==> src/hdl/emod_pkg.sv <==
// Shared types and codes for the ElGamal modular engine.
// No dependencies; imported by emod_unit and elgamal_modular_engine_core.
package emod_pkg;

    // Item operation codes
    localparam logic [1:0] OP_ENCRYPT = 2'd0;
    localparam logic [1:0] OP_DECRYPT = 2'd1;
    localparam logic [1:0] OP_PUBKEY  = 2'd2;
    localparam logic [1:0] OP_UNUSED  = 2'd3;

    // Configuration register indexes
    localparam logic [1:0] REG_MODULUS   = 2'd0;
    localparam logic [1:0] REG_GENERATOR = 2'd1;
    localparam logic [1:0] REG_PRIVATE   = 2'd2;
    localparam logic [1:0] REG_RECIPIENT = 2'd3;

    // Shared arithmetic unit modes
    typedef enum logic
    {
        UNIT_MULMOD = 1'b0,
        UNIT_DIVIDE = 1'b1
    } unit_mode_t;

    // Command from the sequencer to the arithmetic unit
    typedef struct packed
    {
        logic       start;
        unit_mode_t mode;
    } unit_cmd_t;

endpackage

==> src/hdl/emod_unit.sv <==
// Shared bit-serial arithmetic unit: modular multiply (shift-and-add) and
// unsigned restoring division, one bit per cycle. Depends on emod_pkg.
module emod_unit
    import emod_pkg::*;
#(
    parameter int WIDTH = 32
)
(
    input  logic             clk,
    input  logic             rst_n,
    input  unit_cmd_t        cmd,
    input  logic [WIDTH-1:0] modulus,
    input  logic [WIDTH-1:0] opa,
    input  logic [WIDTH-1:0] opb,
    output logic [WIDTH-1:0] result,
    output logic [WIDTH-1:0] quotient,
    output logic             done
);

    localparam int CW = $clog2(WIDTH);

    logic             busy_reg;
    logic             done_reg;
    logic [CW-1:0]    cnt_reg;
    unit_mode_t       mode_reg;
    logic [WIDTH-1:0] a_reg;
    logic [WIDTH-1:0] b_reg;
    logic [WIDTH-1:0] acc_reg;

    logic [WIDTH:0]   dbl;
    logic [WIDTH:0]   dbl_red;
    logic [WIDTH:0]   sum;
    logic [WIDTH:0]   sum_red;
    logic [WIDTH:0]   shifted;
    logic             ge;
    logic [WIDTH:0]   rem;
    logic [WIDTH-1:0] acc_next;
    logic             qbit;

    // One step: mulmod doubles then adds a, divide shifts in and subtracts
    always_comb
    begin
        dbl     = {acc_reg, 1'b0};
        dbl_red = (dbl >= {1'b0, modulus}) ? dbl - {1'b0, modulus} : dbl;
        sum     = {1'b0, dbl_red[WIDTH-1:0]} + (b_reg[WIDTH-1] ? {1'b0, a_reg} : '0);
        sum_red = (sum >= {1'b0, modulus}) ? sum - {1'b0, modulus} : sum;
        shifted = {acc_reg, b_reg[WIDTH-1]};
        ge      = (shifted >= {1'b0, a_reg});
        rem     = ge ? shifted - {1'b0, a_reg} : shifted;
        if (mode_reg == UNIT_DIVIDE)
        begin
            acc_next = rem[WIDTH-1:0];
            qbit     = ge;
        end
        else
        begin
            acc_next = sum_red[WIDTH-1:0];
            qbit     = 1'b0;
        end
    end

    // Iteration counter and operand registers
    always_ff @(posedge clk or negedge rst_n)
    begin
        if (!rst_n)
        begin
            busy_reg <= 1'b0;
            done_reg <= 1'b0;
            cnt_reg  <= '0;
            mode_reg <= UNIT_MULMOD;
            a_reg    <= '0;
            b_reg    <= '0;
            acc_reg  <= '0;
        end
        else
        begin
            done_reg <= 1'b0;
            if (cmd.start)
            begin
                busy_reg <= 1'b1;
                cnt_reg  <= CW'(WIDTH - 1);
                mode_reg <= cmd.mode;
                a_reg    <= opa;
                b_reg    <= opb;
                acc_reg  <= '0;
            end
            else if (busy_reg)
            begin
                acc_reg <= acc_next;
                b_reg   <= {b_reg[WIDTH-2:0], qbit};
                if (cnt_reg == '0)
                begin
                    busy_reg <= 1'b0;
                    done_reg <= 1'b1;
                end
                else
                begin
                    cnt_reg <= cnt_reg - 1'b1;
                end
            end
        end
    end

    assign result   = acc_reg;
    assign quotient = b_reg;
    assign done     = done_reg;

endmodule

==> src/hdl/elgamal_modular_engine_core.sv <==
// ElGamal engine top level: config registers, operation sequencer and
// result register. Depends on emod_pkg and emod_unit.
//
//  channel  | handshake             | payload
//  ---------+-----------------------+------------------------------------------
//  cfg      | cfg_we                | cfg_index, cfg_data
//  in       | in_valid / in_stall   | opcode, data_in, cipher_first, ephemeral_key
//  out      | out_valid / out_stall | out_first, out_second, no_inverse
//
// Every modular multiply, reduction and division step runs on one shared
// bit-serial unit; each operation is issued, runs WIDTH steps and is handed back.
// Public key time depends on the set bits of the exponent, encrypt time on the
// set bits of the ephemeral key, and decrypt adds two unit operations plus one
// check state per Euclid round.
// in_stall is high from acceptance until the result transfer completes.
// A held result waits in its register while out_stall is high.
// Reset loads the register defaults and leaves the engine idle.
module elgamal_modular_engine_core
    import emod_pkg::*;
#(
    parameter int WIDTH = 32
)
(
    input  logic        clk,
    input  logic        rst_n,
    input  logic        cfg_we,
    input  logic [1:0]  cfg_index,
    input  logic [31:0] cfg_data,
    input  logic        in_valid,
    output logic        in_stall,
    input  logic [1:0]  opcode,
    input  logic [31:0] data_in,
    input  logic [31:0] cipher_first,
    input  logic [31:0] ephemeral_key,
    output logic        out_valid,
    input  logic        out_stall,
    output logic [31:0] out_first,
    output logic [31:0] out_second,
    output logic        no_inverse
);

    localparam int CW = $clog2(WIDTH);
    localparam logic [WIDTH-1:0] ONE = WIDTH'(1);

    typedef enum logic [3:0]
    {
        S_IDLE,
        S_RED_D,
        S_RED_Y,
        S_RED_C,
        S_RED_G,
        S_POW_SQ,
        S_POW_ML,
        S_FMUL,
        S_INV_CHK,
        S_INV_DIV,
        S_INV_MUL,
        S_OUT
    } state_t;

    logic [31:0] modulus_reg;
    logic [31:0] generator_reg;
    logic [31:0] private_reg;
    logic [31:0] recipient_reg;

    state_t           state_reg;
    logic             issued_reg;
    logic             phase_reg;
    logic [1:0]       op_reg;
    logic [WIDTH-1:0] p_reg;
    logic [WIDTH-1:0] d_reg;
    logic [WIDTH-1:0] c1_reg;
    logic [WIDTH-1:0] k_reg;
    logic [WIDTH-1:0] m_reg;
    logic [WIDTH-1:0] base_reg;
    logic [WIDTH-1:0] exp_reg;
    logic [CW-1:0]    bit_reg;
    logic [WIDTH-1:0] r_reg;
    logic [WIDTH-1:0] r0_reg;
    logic [WIDTH-1:0] r1_reg;
    logic [WIDTH-1:0] t0_reg;
    logic [WIDTH-1:0] t1_reg;
    logic [WIDTH-1:0] qm_reg;
    logic [WIDTH-1:0] rem_reg;
    logic [WIDTH-1:0] first_reg;
    logic [WIDTH-1:0] second_reg;
    logic             flag_reg;

    unit_cmd_t        u_cmd;
    logic [WIDTH-1:0] u_a;
    logic [WIDTH-1:0] u_b;
    logic [WIDTH-1:0] u_res;
    logic [WIDTH-1:0] u_quot;
    logic             u_done;

    logic [WIDTH-1:0] p_cfg;
    logic             busy_op;
    state_t           pow_end;
    logic [WIDTH-1:0] t_new;

    assign p_cfg = WIDTH'(modulus_reg);

    // Configuration registers
    always_ff @(posedge clk or negedge rst_n)
    begin
        if (!rst_n)
        begin
            modulus_reg   <= 32'd3;
            generator_reg <= 32'd2;
            private_reg   <= 32'd0;
            recipient_reg <= 32'd1;
        end
        else if (cfg_we)
        begin
            unique case (cfg_index)
                REG_MODULUS:   modulus_reg   <= cfg_data;
                REG_GENERATOR: generator_reg <= cfg_data;
                REG_PRIVATE:   private_reg   <= cfg_data;
                REG_RECIPIENT: recipient_reg <= cfg_data;
                default:       ;
            endcase
        end
    end

    // Unit command and operand selection
    always_comb
    begin
        busy_op = 1'b1;
        u_a     = ONE;
        u_b     = '0;
        case (state_reg)
            S_RED_D:   u_b = d_reg;
            S_RED_Y:   u_b = WIDTH'(recipient_reg);
            S_RED_C:   u_b = c1_reg;
            S_RED_G:   u_b = WIDTH'(generator_reg);
            S_POW_SQ:
            begin
                u_a = r_reg;
                u_b = r_reg;
            end
            S_POW_ML:
            begin
                u_a = base_reg;
                u_b = r_reg;
            end
            S_FMUL:
            begin
                u_a = m_reg;
                u_b = r_reg;
            end
            S_INV_DIV:
            begin
                u_a = r1_reg;
                u_b = r0_reg;
            end
            S_INV_MUL:
            begin
                u_a = qm_reg;
                u_b = t1_reg;
            end
            default:   busy_op = 1'b0;
        endcase
        u_cmd.start = busy_op && !issued_reg;
        u_cmd.mode  = (state_reg == S_INV_DIV) ? UNIT_DIVIDE : UNIT_MULMOD;
    end

    // Where a finished exponentiation goes next
    always_comb
    begin
        if (op_reg == OP_ENCRYPT && !phase_reg)
            pow_end = S_FMUL;
        else if (op_reg == OP_DECRYPT)
            pow_end = S_INV_CHK;
        else
            pow_end = S_OUT;
    end

    // t0 - q*t1 mod p; the true value is below p so wraparound is exact
    assign t_new = t0_reg - u_res + ((t0_reg < u_res) ? p_reg : '0);

    emod_unit #(
        .WIDTH (WIDTH)
    ) u_unit (
        .clk      (clk),
        .rst_n    (rst_n),
        .cmd      (u_cmd),
        .modulus  (p_reg),
        .opa      (u_a),
        .opb      (u_b),
        .result   (u_res),
        .quotient (u_quot),
        .done     (u_done)
    );

    // Sequencer
    always_ff @(posedge clk or negedge rst_n)
    begin
        if (!rst_n)
        begin
            state_reg  <= S_IDLE;
            issued_reg <= 1'b0;
            phase_reg  <= 1'b0;
            op_reg     <= OP_ENCRYPT;
            p_reg      <= '0;
            d_reg      <= '0;
            c1_reg     <= '0;
            k_reg      <= '0;
            m_reg      <= '0;
            base_reg   <= '0;
            exp_reg    <= '0;
            bit_reg    <= '0;
            r_reg      <= '0;
            r0_reg     <= '0;
            r1_reg     <= '0;
            t0_reg     <= '0;
            t1_reg     <= '0;
            qm_reg     <= '0;
            rem_reg    <= '0;
            first_reg  <= '0;
            second_reg <= '0;
            flag_reg   <= 1'b0;
        end
        else
        begin
            if (busy_op && !issued_reg)
                issued_reg <= 1'b1;
            if (busy_op && issued_reg && u_done)
                issued_reg <= 1'b0;

            unique case (state_reg)
                S_IDLE:
                begin
                    if (in_valid)
                    begin
                        op_reg     <= opcode;
                        p_reg      <= p_cfg;
                        d_reg      <= WIDTH'(data_in);
                        c1_reg     <= WIDTH'(cipher_first);
                        k_reg      <= WIDTH'(ephemeral_key);
                        phase_reg  <= 1'b0;
                        first_reg  <= '0;
                        second_reg <= '0;
                        flag_reg   <= 1'b0;
                        if (p_cfg < WIDTH'(2) || opcode == OP_UNUSED)
                            state_reg <= S_OUT;
                        else if (opcode == OP_PUBKEY)
                            state_reg <= S_RED_G;
                        else
                            state_reg <= S_RED_D;
                    end
                end
                S_RED_D:
                begin
                    if (issued_reg && u_done)
                    begin
                        m_reg     <= u_res;
                        state_reg <= (op_reg == OP_ENCRYPT) ? S_RED_Y : S_RED_C;
                    end
                end
                S_RED_Y, S_RED_C, S_RED_G:
                begin
                    if (issued_reg && u_done)
                    begin
                        base_reg  <= u_res;
                        exp_reg   <= (state_reg == S_RED_C || op_reg == OP_PUBKEY)
                                     ? WIDTH'(private_reg) : k_reg;
                        r_reg     <= ONE;
                        bit_reg   <= CW'(WIDTH - 1);
                        state_reg <= S_POW_SQ;
                    end
                end
                S_POW_SQ, S_POW_ML:
                begin
                    if (issued_reg && u_done)
                    begin
                        r_reg <= u_res;
                        if (state_reg == S_POW_SQ && exp_reg[WIDTH-1])
                        begin
                            state_reg <= S_POW_ML;
                        end
                        else if (bit_reg != '0)
                        begin
                            bit_reg   <= bit_reg - 1'b1;
                            exp_reg   <= {exp_reg[WIDTH-2:0], 1'b0};
                            state_reg <= S_POW_SQ;
                        end
                        else
                        begin
                            // exponentiation finished
                            if (pow_end == S_OUT)
                                first_reg <= u_res;
                            r0_reg    <= p_reg;
                            r1_reg    <= u_res;
                            t0_reg    <= '0;
                            t1_reg    <= ONE;
                            state_reg <= pow_end;
                        end
                    end
                end
                S_FMUL:
                begin
                    if (issued_reg && u_done)
                    begin
                        second_reg <= u_res;
                        if (op_reg == OP_ENCRYPT)
                        begin
                            phase_reg <= 1'b1;
                            state_reg <= S_RED_G;
                        end
                        else
                        begin
                            state_reg <= S_OUT;
                        end
                    end
                end
                S_INV_CHK:
                begin
                    if (r1_reg != '0)
                    begin
                        state_reg <= S_INV_DIV;
                    end
                    else if (r0_reg == ONE)
                    begin
                        r_reg     <= t0_reg;
                        state_reg <= S_FMUL;
                    end
                    else
                    begin
                        flag_reg  <= 1'b1;
                        state_reg <= S_OUT;
                    end
                end
                S_INV_DIV:
                begin
                    if (issued_reg && u_done)
                    begin
                        // quotient never exceeds p, so q mod p is q or zero
                        qm_reg    <= (u_quot == p_reg) ? '0 : u_quot;
                        rem_reg   <= u_res;
                        state_reg <= S_INV_MUL;
                    end
                end
                S_INV_MUL:
                begin
                    if (issued_reg && u_done)
                    begin
                        t0_reg    <= t1_reg;
                        t1_reg    <= t_new;
                        r0_reg    <= r1_reg;
                        r1_reg    <= rem_reg;
                        state_reg <= S_INV_CHK;
                    end
                end
                S_OUT:
                begin
                    if (!out_stall)
                        state_reg <= S_IDLE;
                end
                default: state_reg <= S_IDLE;
            endcase
        end
    end

    assign in_stall   = (state_reg != S_IDLE);
    assign out_valid  = (state_reg == S_OUT);
    assign out_first  = 32'(first_reg);
    assign out_second = 32'(second_reg);
    assign no_inverse = flag_reg;

    // A result never shows while the input side is open
    assert property (@(posedge clk) disable iff (!rst_n) out_valid |-> in_stall)
        else $error("result valid while input accepted");

    // A missing inverse always comes with a zero plaintext
    assert property (@(posedge clk) disable iff (!rst_n)
        (out_valid && no_inverse) |-> (second_reg == '0))
        else $error("no_inverse with nonzero plaintext");

    // The first result is always reduced below the modulus
    assert property (@(posedge clk) disable iff (!rst_n)
        out_valid |-> (p_reg < WIDTH'(2) || first_reg < p_reg))
        else $error("first result not reduced");

    // The unit only finishes while the sequencer waits on it
    assert property (@(posedge clk) disable iff (!rst_n)
        u_done |-> (busy_op && issued_reg))
        else $error("unit finished outside an operation");

endmodule
==> config.mk <==
export PLATFORM = sky130hd
export DESIGN_NAME = elgamal_modular_engine_core
export DESIGN_NICKNAME = d
export VERILOG_FILES = /design/src/hdl/emod_pkg.sv /design/src/hdl/emod_unit.sv /design/src/hdl/elgamal_modular_engine_core.sv
export SDC_FILE = /design/constraint.sdc
export NUM_CORES = 2
export LEC_CHECK = 0
export BUFFER_PORTS_ARGS = -buffer_cell sky130_fd_sc_hd__buf_2
export CORE_UTILIZATION = 50
export DETAILED_ROUTE_END_ITERATION = 12
export GPL_ROUTABILITY_DRIVEN = 0
export GPL_TIMING_DRIVEN = 0
export HOLD_SLACK_MARGIN = 0.06
export MAX_ROUTING_LAYER = met4
export PLACE_DENSITY = 0.7
export REMOVE_ABC_BUFFERS = 1
export SLEW_MARGIN = 40
export SYNTH_ARGS = -nofsm -noshare
export SYNTH_HDL_FRONTEND = slang
export SYNTH_HIERARCHICAL = 1
export SYNTH_SLANG_ARGS = --single-unit
==> constraint.sdc <==
create_clock -name clk -period 7.8 [get_ports clk]
set_input_delay 0.39 -clock clk [delete_from_list [all_inputs] [get_ports clk]]
set_output_delay 0.39 -clock clk [all_outputs]
set_load 0.005 [all_outputs]
**Word-level counts from Yosys, hierarchy flattened**

Index checks and enable logic that the tools add are counted.

- Word-level logic and storage cells: 226
- Output and inout port bits: 67
- Input bits: 137
- Bits in registers: 758

- Multiplexer cells: 96
- Eq/ne operators: 38
- Order comparisons: 5
- $add $sub $neg: 8
- Reduce and logical (&&, ||, !) cells: 46

Operator list:

| cell | number |
|---|---|
| $mux 32 | 41 |
| $pmux 32 s2 | 7 |
| $pmux 32 s7 | 1 |
| $pmux 32 s5 | 1 |
| $sub 32x32->32 | 4 |
| $ge 33x32->1 | 3 |
| $pmux 32 s3 | 1 |
| $mux 4 | 15 |
| $pmux 4 s9 | 1 |
| $mux 5 | 7 |
| $add 32x32->33 | 1 |
| $add 32x32->32 | 1 |
| $eq 32x1->1 const B | 1 |
| $eq 32x32->1 | 1 |
| $lt 32x2->1 const B | 1 |
| $lt 32x32->1 | 1 |
| $ne 2x2->1 const B | 16 |
| $reduce_bool 32->1 | 1 |
| $eq 4x4->1 const B | 5 |
| $reduce_and 2->1 | 9 |
| $mux 1 | 17 |
| $eq 4x3->1 const B | 4 |
| $reduce_and 5->1 | 3 |
| $reduce_bool 2->1 | 7 |
| 26 further kinds | 44 |

**Longest topological paths before layout**

- Word-level depth: 9
- Mapped depth: 38
- Gate-level depth less buffers: 34

**By module**

Netlist, hierarchy kept.

By module, submodules not included:

| module | area an instance (um^2) | cells an instance | sequential area each (um^2) | times used |
|---|---|---|---|---|
| elgamal_modular_engine_core | 31859.3 | 3259 | 16370.7 | 1 |
| emod_unit | 12220.5 | 1615 | 2602.5 | 1 |

**Least setup slack after synthesis**

No wires, ideal clock.

- Path kind: register to register
- From: register u_unit.acc_reg[4], in the netlist u_unit/result[4]
- To: register u_unit.acc_reg[16], in the netlist u_unit/result[16]
- Stages on the path, launching flop included: 37
- Required time: 7668 ps
- Arrival time: 7125 ps
- Clock period less this slack: 7257 ps
- Buffers on the path: 4
- Setup time: 132 ps
- Path slack: 543 ps
- Cell sequence: dfrtp_1 > ha_1 > or3_1 > or4_1 > o21ai_0 > nor3_1 > a211o_1 > nand2_1 > o31a_1 > and2_1 > buf_4 > buf_4 > nand2_1 > o21ai_0 > ha_1 > a211oi_2 > nor2_1 > or4_1 > a31o_1 > a21oi_4 > a21oi_2 > o21a_1 > or4_1 > o311ai_2 > ha_1 > and3_1 > and4_1 > nand4_1 > nand3_1 > nor4_1 > o31ai_2 > a21o_1 > buf_4 > buf_6 > a32o_1 > a31oi_1 > o21ai_1

- Longest elaborated chain between the ends: 8
- Elaborated cells between the ends (all ways): 13
- Those cells by class: 4 x add/sub; 3 x order compare; 6 x mux

RTL lines:

| element | RTL line | RTL |
|---|---|---|
| start, declared | emod_unit.sv:28 | `logic [WIDTH-1:0] acc_reg;` |
| start signal, assigned | emod_unit.sv:89 | `acc_reg <= acc_next;` |
| $sub 32x32->32 / $ge 33x32->1 (equally long branches) | emod_unit.sv:44 | `dbl_red = (dbl >= {1'b0, modulus}) ? dbl - {1'b0, modulus} : dbl;` |
| $mux 32 | emod_unit.sv:44 |  |
| $add 32x32->33 | emod_unit.sv:45 | `sum = {1'b0, dbl_red[WIDTH-1:0]} + (b_reg[WIDTH-1] ? {1'b0, a_reg} : '0);` |
| $sub 32x32->32 / $ge 33x32->1 (equally long branches) | emod_unit.sv:46 | `sum_red = (sum >= {1'b0, modulus}) ? sum - {1'b0, modulus} : sum;` |
| $mux 32 | emod_unit.sv:46 |  |
| $mux 32 (*) | emod_unit.sv:50 | `if (mode_reg == UNIT_DIVIDE)` |
| $mux 32 (*) | emod_unit.sv:87 | `else if (busy_reg)` |
| $mux 32 (*) | emod_unit.sv:78 | `if (cmd.start)` |

Every way passes the cells marked *; elsewhere a longest branch is shown, timed or not. The select of a mux whose other input is x is not followed.
A chain may end at the register's enable or synchronous reset.

**Worst setup path in the final report**

- From: register p_reg[5]
- To: register u_unit.acc_reg[28], in the netlist u_unit/result[28]

- Longest elaborated chain between the ends: 8
- Elaborated cells between the ends (all ways): 10
- Those cells by class: 3 x add/sub; 2 x order compare; 5 x mux

RTL lines:

| element | RTL line | RTL |
|---|---|---|
| start, declared | elgamal_modular_engine_core.sv:70 | `logic [WIDTH-1:0] p_reg;` |
| start signal, assigned | elgamal_modular_engine_core.sv:236 | `p_reg <= p_cfg;` |
| $sub 32x32->32 / $ge 33x32->1 (equally long branches) | emod_unit.sv:44 |  |
| $mux 32 | emod_unit.sv:44 |  |
| $add 32x32->33 | emod_unit.sv:45 |  |
| $sub 32x32->32 / $ge 33x32->1 (equally long branches) | emod_unit.sv:46 |  |
| $mux 32 (*) | emod_unit.sv:46 |  |
| $mux 32 (*) | emod_unit.sv:50 |  |
| $mux 32 (*) | emod_unit.sv:87 |  |
| $mux 32 (*) | emod_unit.sv:78 |  |

Marks and branches as above.

==> summary.txt <==
Yosys
  • Compound-Gate Fraction of Synth Area: around a fifth
  • Multiplexer share of the synthesized area: around 7.6%
  • Ys Warns: 6
  • Synth top area share: a little over two fifths
  • Largest family of logic cells by synthesized area: compound AO/OA/AOI/OAI gates
  • Xor/xnor share of the synthesized area: between 3 and 4%
  • Number of synthesized register bits: 758
  • Predominant post-synthesis flop cell: dfrtp_1
  • Cell taking the most area after synthesis: dfrtp_1
  • Most frequent cell after synthesis: nand2_1
  • Mapped Area: 44,080 um^2
  • Async S/R FF share, synth: 100.0%
  • Number of synthesized flops with an enable pin: 0
  • Sequential area share after synthesis: 43.04%
  • Synth top cells by count: nand2_1 (1,089), dfrtp_1 (754), o21ai_0 (427), inv_1 (245), a21oi_1 (212)
  • Largest cells by area after synthesis: dfrtp_1 (43%), nand2_1 (9.3%), ha_1 (5.5%)
  • Post-Synth Simple-Gate Area: about 15%
  • Synth cell types: 94
  • Adder-Cell Fraction of Synth Area: under 10%
  • Cell count after synthesis: slightly below 5,000
  • Syn Area/Cell: ~9.0 um^2

Floorplanning
  • Die Wd: roughly 300 um
  • Row count: ~110
  • I/O Pins: 204
  • Initial Utilization: 50.65%
  • Die area: 89,350 um^2
  • Core area: approximately 87,000 um^2
  • Chip height: about 300 um

Clocking
  • Clk sinks: approximately 760
  • Worst-Skew Late Latency: 0.65 ns
  • CTS root buf: clkbuf_16
  • CTS Buf Count: 83
  • Clock transition at path regs: roughly 0.060 ns
  • Clock tree from TritonCTS: done
  • CTS Buffer Depth: 3
  • H-tree Lvls: 3

Layout
  • Synth-to-Final Area Change: 19.21%
  • Layout cells sized above 1: 16.39%
  • # nets final: ~5,600
  • Core Util, Final: 60.38%
  • Antenna cells: 0
  • Fin cells: roughly 6,400

Global routing
  • Initial antenna violation count: 0
  • Met2 usage: 49.27%
  • Largest net degree at the start of global routing: about 110
  • Vias in the first global route: 37,560
  • Most used routing layer: met2
  • GRT Overall Usage: between 30% and 40%
  • First-pass GRT wire length: about 220,000 um
  • Met3 usage: between 6 and 7%
  • GRT met1 Usage: 42.67%
  • Grt ovf: 0

Placed design
  • Hpwl dp: about 110,000 um
  • Placed Cells incl. Taps: between 6,000 and 7,000
  • Port buffer count: 203
  • Dpl ws: -1.744 ns

Pwr
  • Leakage power: roughly 24 nW
  • Power per cell area: 509.9 nW/um^2
  • Max VDD drop: roughly 400 uV
  • Power Total: 26.80 mW

Critical path
  • WP data arrival: approximately 8.3 ns
  • Crit Path Class: flop to flop
  • Register-to-register setup slack: 0.07 ns
  • Required time of the worst setup path: roughly 8.3 ns
  • Slowest cell on crit path: dfrtp_2
  • CP max FO: 7
  • R2R depth: 31
  • CP endpoint kind: flop
  • Type of origin of the critical path: flop
  • Critical path endpoint: u_unit/result[28]
  • Worst r2r src: p_reg[5]
  • CP peak stage delay: about 0.46 ns
  • Critical path launch point: p_reg[5]
  • R2R Path End: u_unit/result[28]

Route
  • Drt pass-1 iters: 8
  • WL per Instance: about 22 um
  • DRT iter0 DRCs: 4,158
  • ANT nets after route: 0
  • Via count: a little under 40,000
  • Vias/cell: 6.073
  • Total Wirelength: between 100,000 and 150,000 um
  • DRC: 0

STA
  • Final Hold Viols: 0
  • Clk_skew: around 0.027 ns
  • Setup TNS: 0 ns
  • Slew @ Worst Pin: around 0.85 ns
  • Slack of the critical path: around 0.073 ns
  • FMAX: approximately 130 MHz
  • Max-slew violation count: 0
  • Rel. slew slack: 42.66%
  • Final setup vio count: 0
  • Final period util: between 90% and 100%
  • Min cycle time layout: 7.727 ns

Status
  • Status: completed

Run
  • Max-cap viol count: 0

Hold path
  • Hold crit path type: input pin to flop
==> through the flow <==
step | hold slack [ns] | cell area, um^2
3_3_place_gp | 0.4558 | 45450
2_1_floorplan | 0.09441 | 42990
6_report | 0.07861 | 52550
5_1_grt | 0.06450 | 52550
4_1_cts | 0.06107 | 51980
3_5_place_dp | 0.2959 | 47380
==> cell type report <==
class                   instances  area (um^2)
multi-input cells            3604        23830
flip-flops and latches        758        19040
inverters                     247        935.9
repair buffers                500         4476
clock inverters                38        447.9
clock buffers                 113         2372
well taps                    1155         1445
fillers                      7440        34480
==> kinds of logic (layout without fill, tap and decap cells) <==
family / after synthesis / in the layout
AND/OR/NAND/NOR: 1614 / 1617
AO/OA/AOI/OAI: 1285 / 1285
flip-flops: 758 / 758
buffers and inverters: 515 / 898
multiplexers: 313 / 313
adder cells (fa/ha/maj): 230 / 230
XOR/XNOR: 159 / 159
==> what timing repair did <==
item | 4_1_cts | 5_1_grt
gates resized for setup | 71 | 93
cloned | 3 | 1
pin swaps | 21 | 32
endpoints found under the setup margin | 32 | 32
hold buffers | 127 | 0
endpoints found under the hold margin | 331 | 0
setup buffers | 30 | 34
==> how the worst min path moves through the flow <==
stage             startpoint                 to  slack (ns)  depth (start not counted)
2_1_floorplan          rst_n        base_reg[0]        0.09                          0
3_3_place_gp   out_first[17]      out_first[17]        0.46                          2
3_5_place_dp           rst_n     private_reg[1]        0.30                          1
4_1_cts         cfg_data[24]  generator_reg[24]        0.06                          2
5_1_grt         cfg_data[24]  generator_reg[24]        0.06                          2
6_report        cfg_data[24]  recipient_reg[24]        0.08                          2
==> critical path, delay by kind of cell (launching register included) <==
kind | cells | cell delay [ns]
AO/OA/AOI/OAI | 15 | 3.70
AND/OR/NAND/NOR | 8 | 1.71
adder cells (fa/ha/maj) | 3 | 0.86
flip-flops | 1 | 0.46
buffers and inverters | 3 | 0.32
multiplexers | 1 | 0.30
XOR/XNOR | 1 | 0.21
==> cell usage in the layout, fill, tap and decap left out, drive strengths merged, types with 146 or more instances in the layout <==
master and count:
a21oi 219, nand2 1090, a22oi 160, buf 372, mux2i 146, inv 249
mux2 167, nor2 189, dfrtp 754, o21ai 440, ha 195
==> where the power goes <==
group          switching [mW]  internal, mW  total [mW]
Clock                    1.72          2.38        4.10
Combinational            9.68          7.11        16.8
Sequential               1.20          4.71        5.91
==> per-layer routing <==
| layer | vias up | wire length, um | part of all wire, % |
|---|---|---|---|
| li1 | 17850 | - | - |
| met1 | 18860 | 58320 | 40 |
| met2 | 1848 | 64350 | 45 |
| met3 | 406 | 13330 | 9.3 |
| met4 | 0 | 8009 | 5.6 |
| met5 | - | 0 | 0 |
Power figures use the tool's default switching activity.
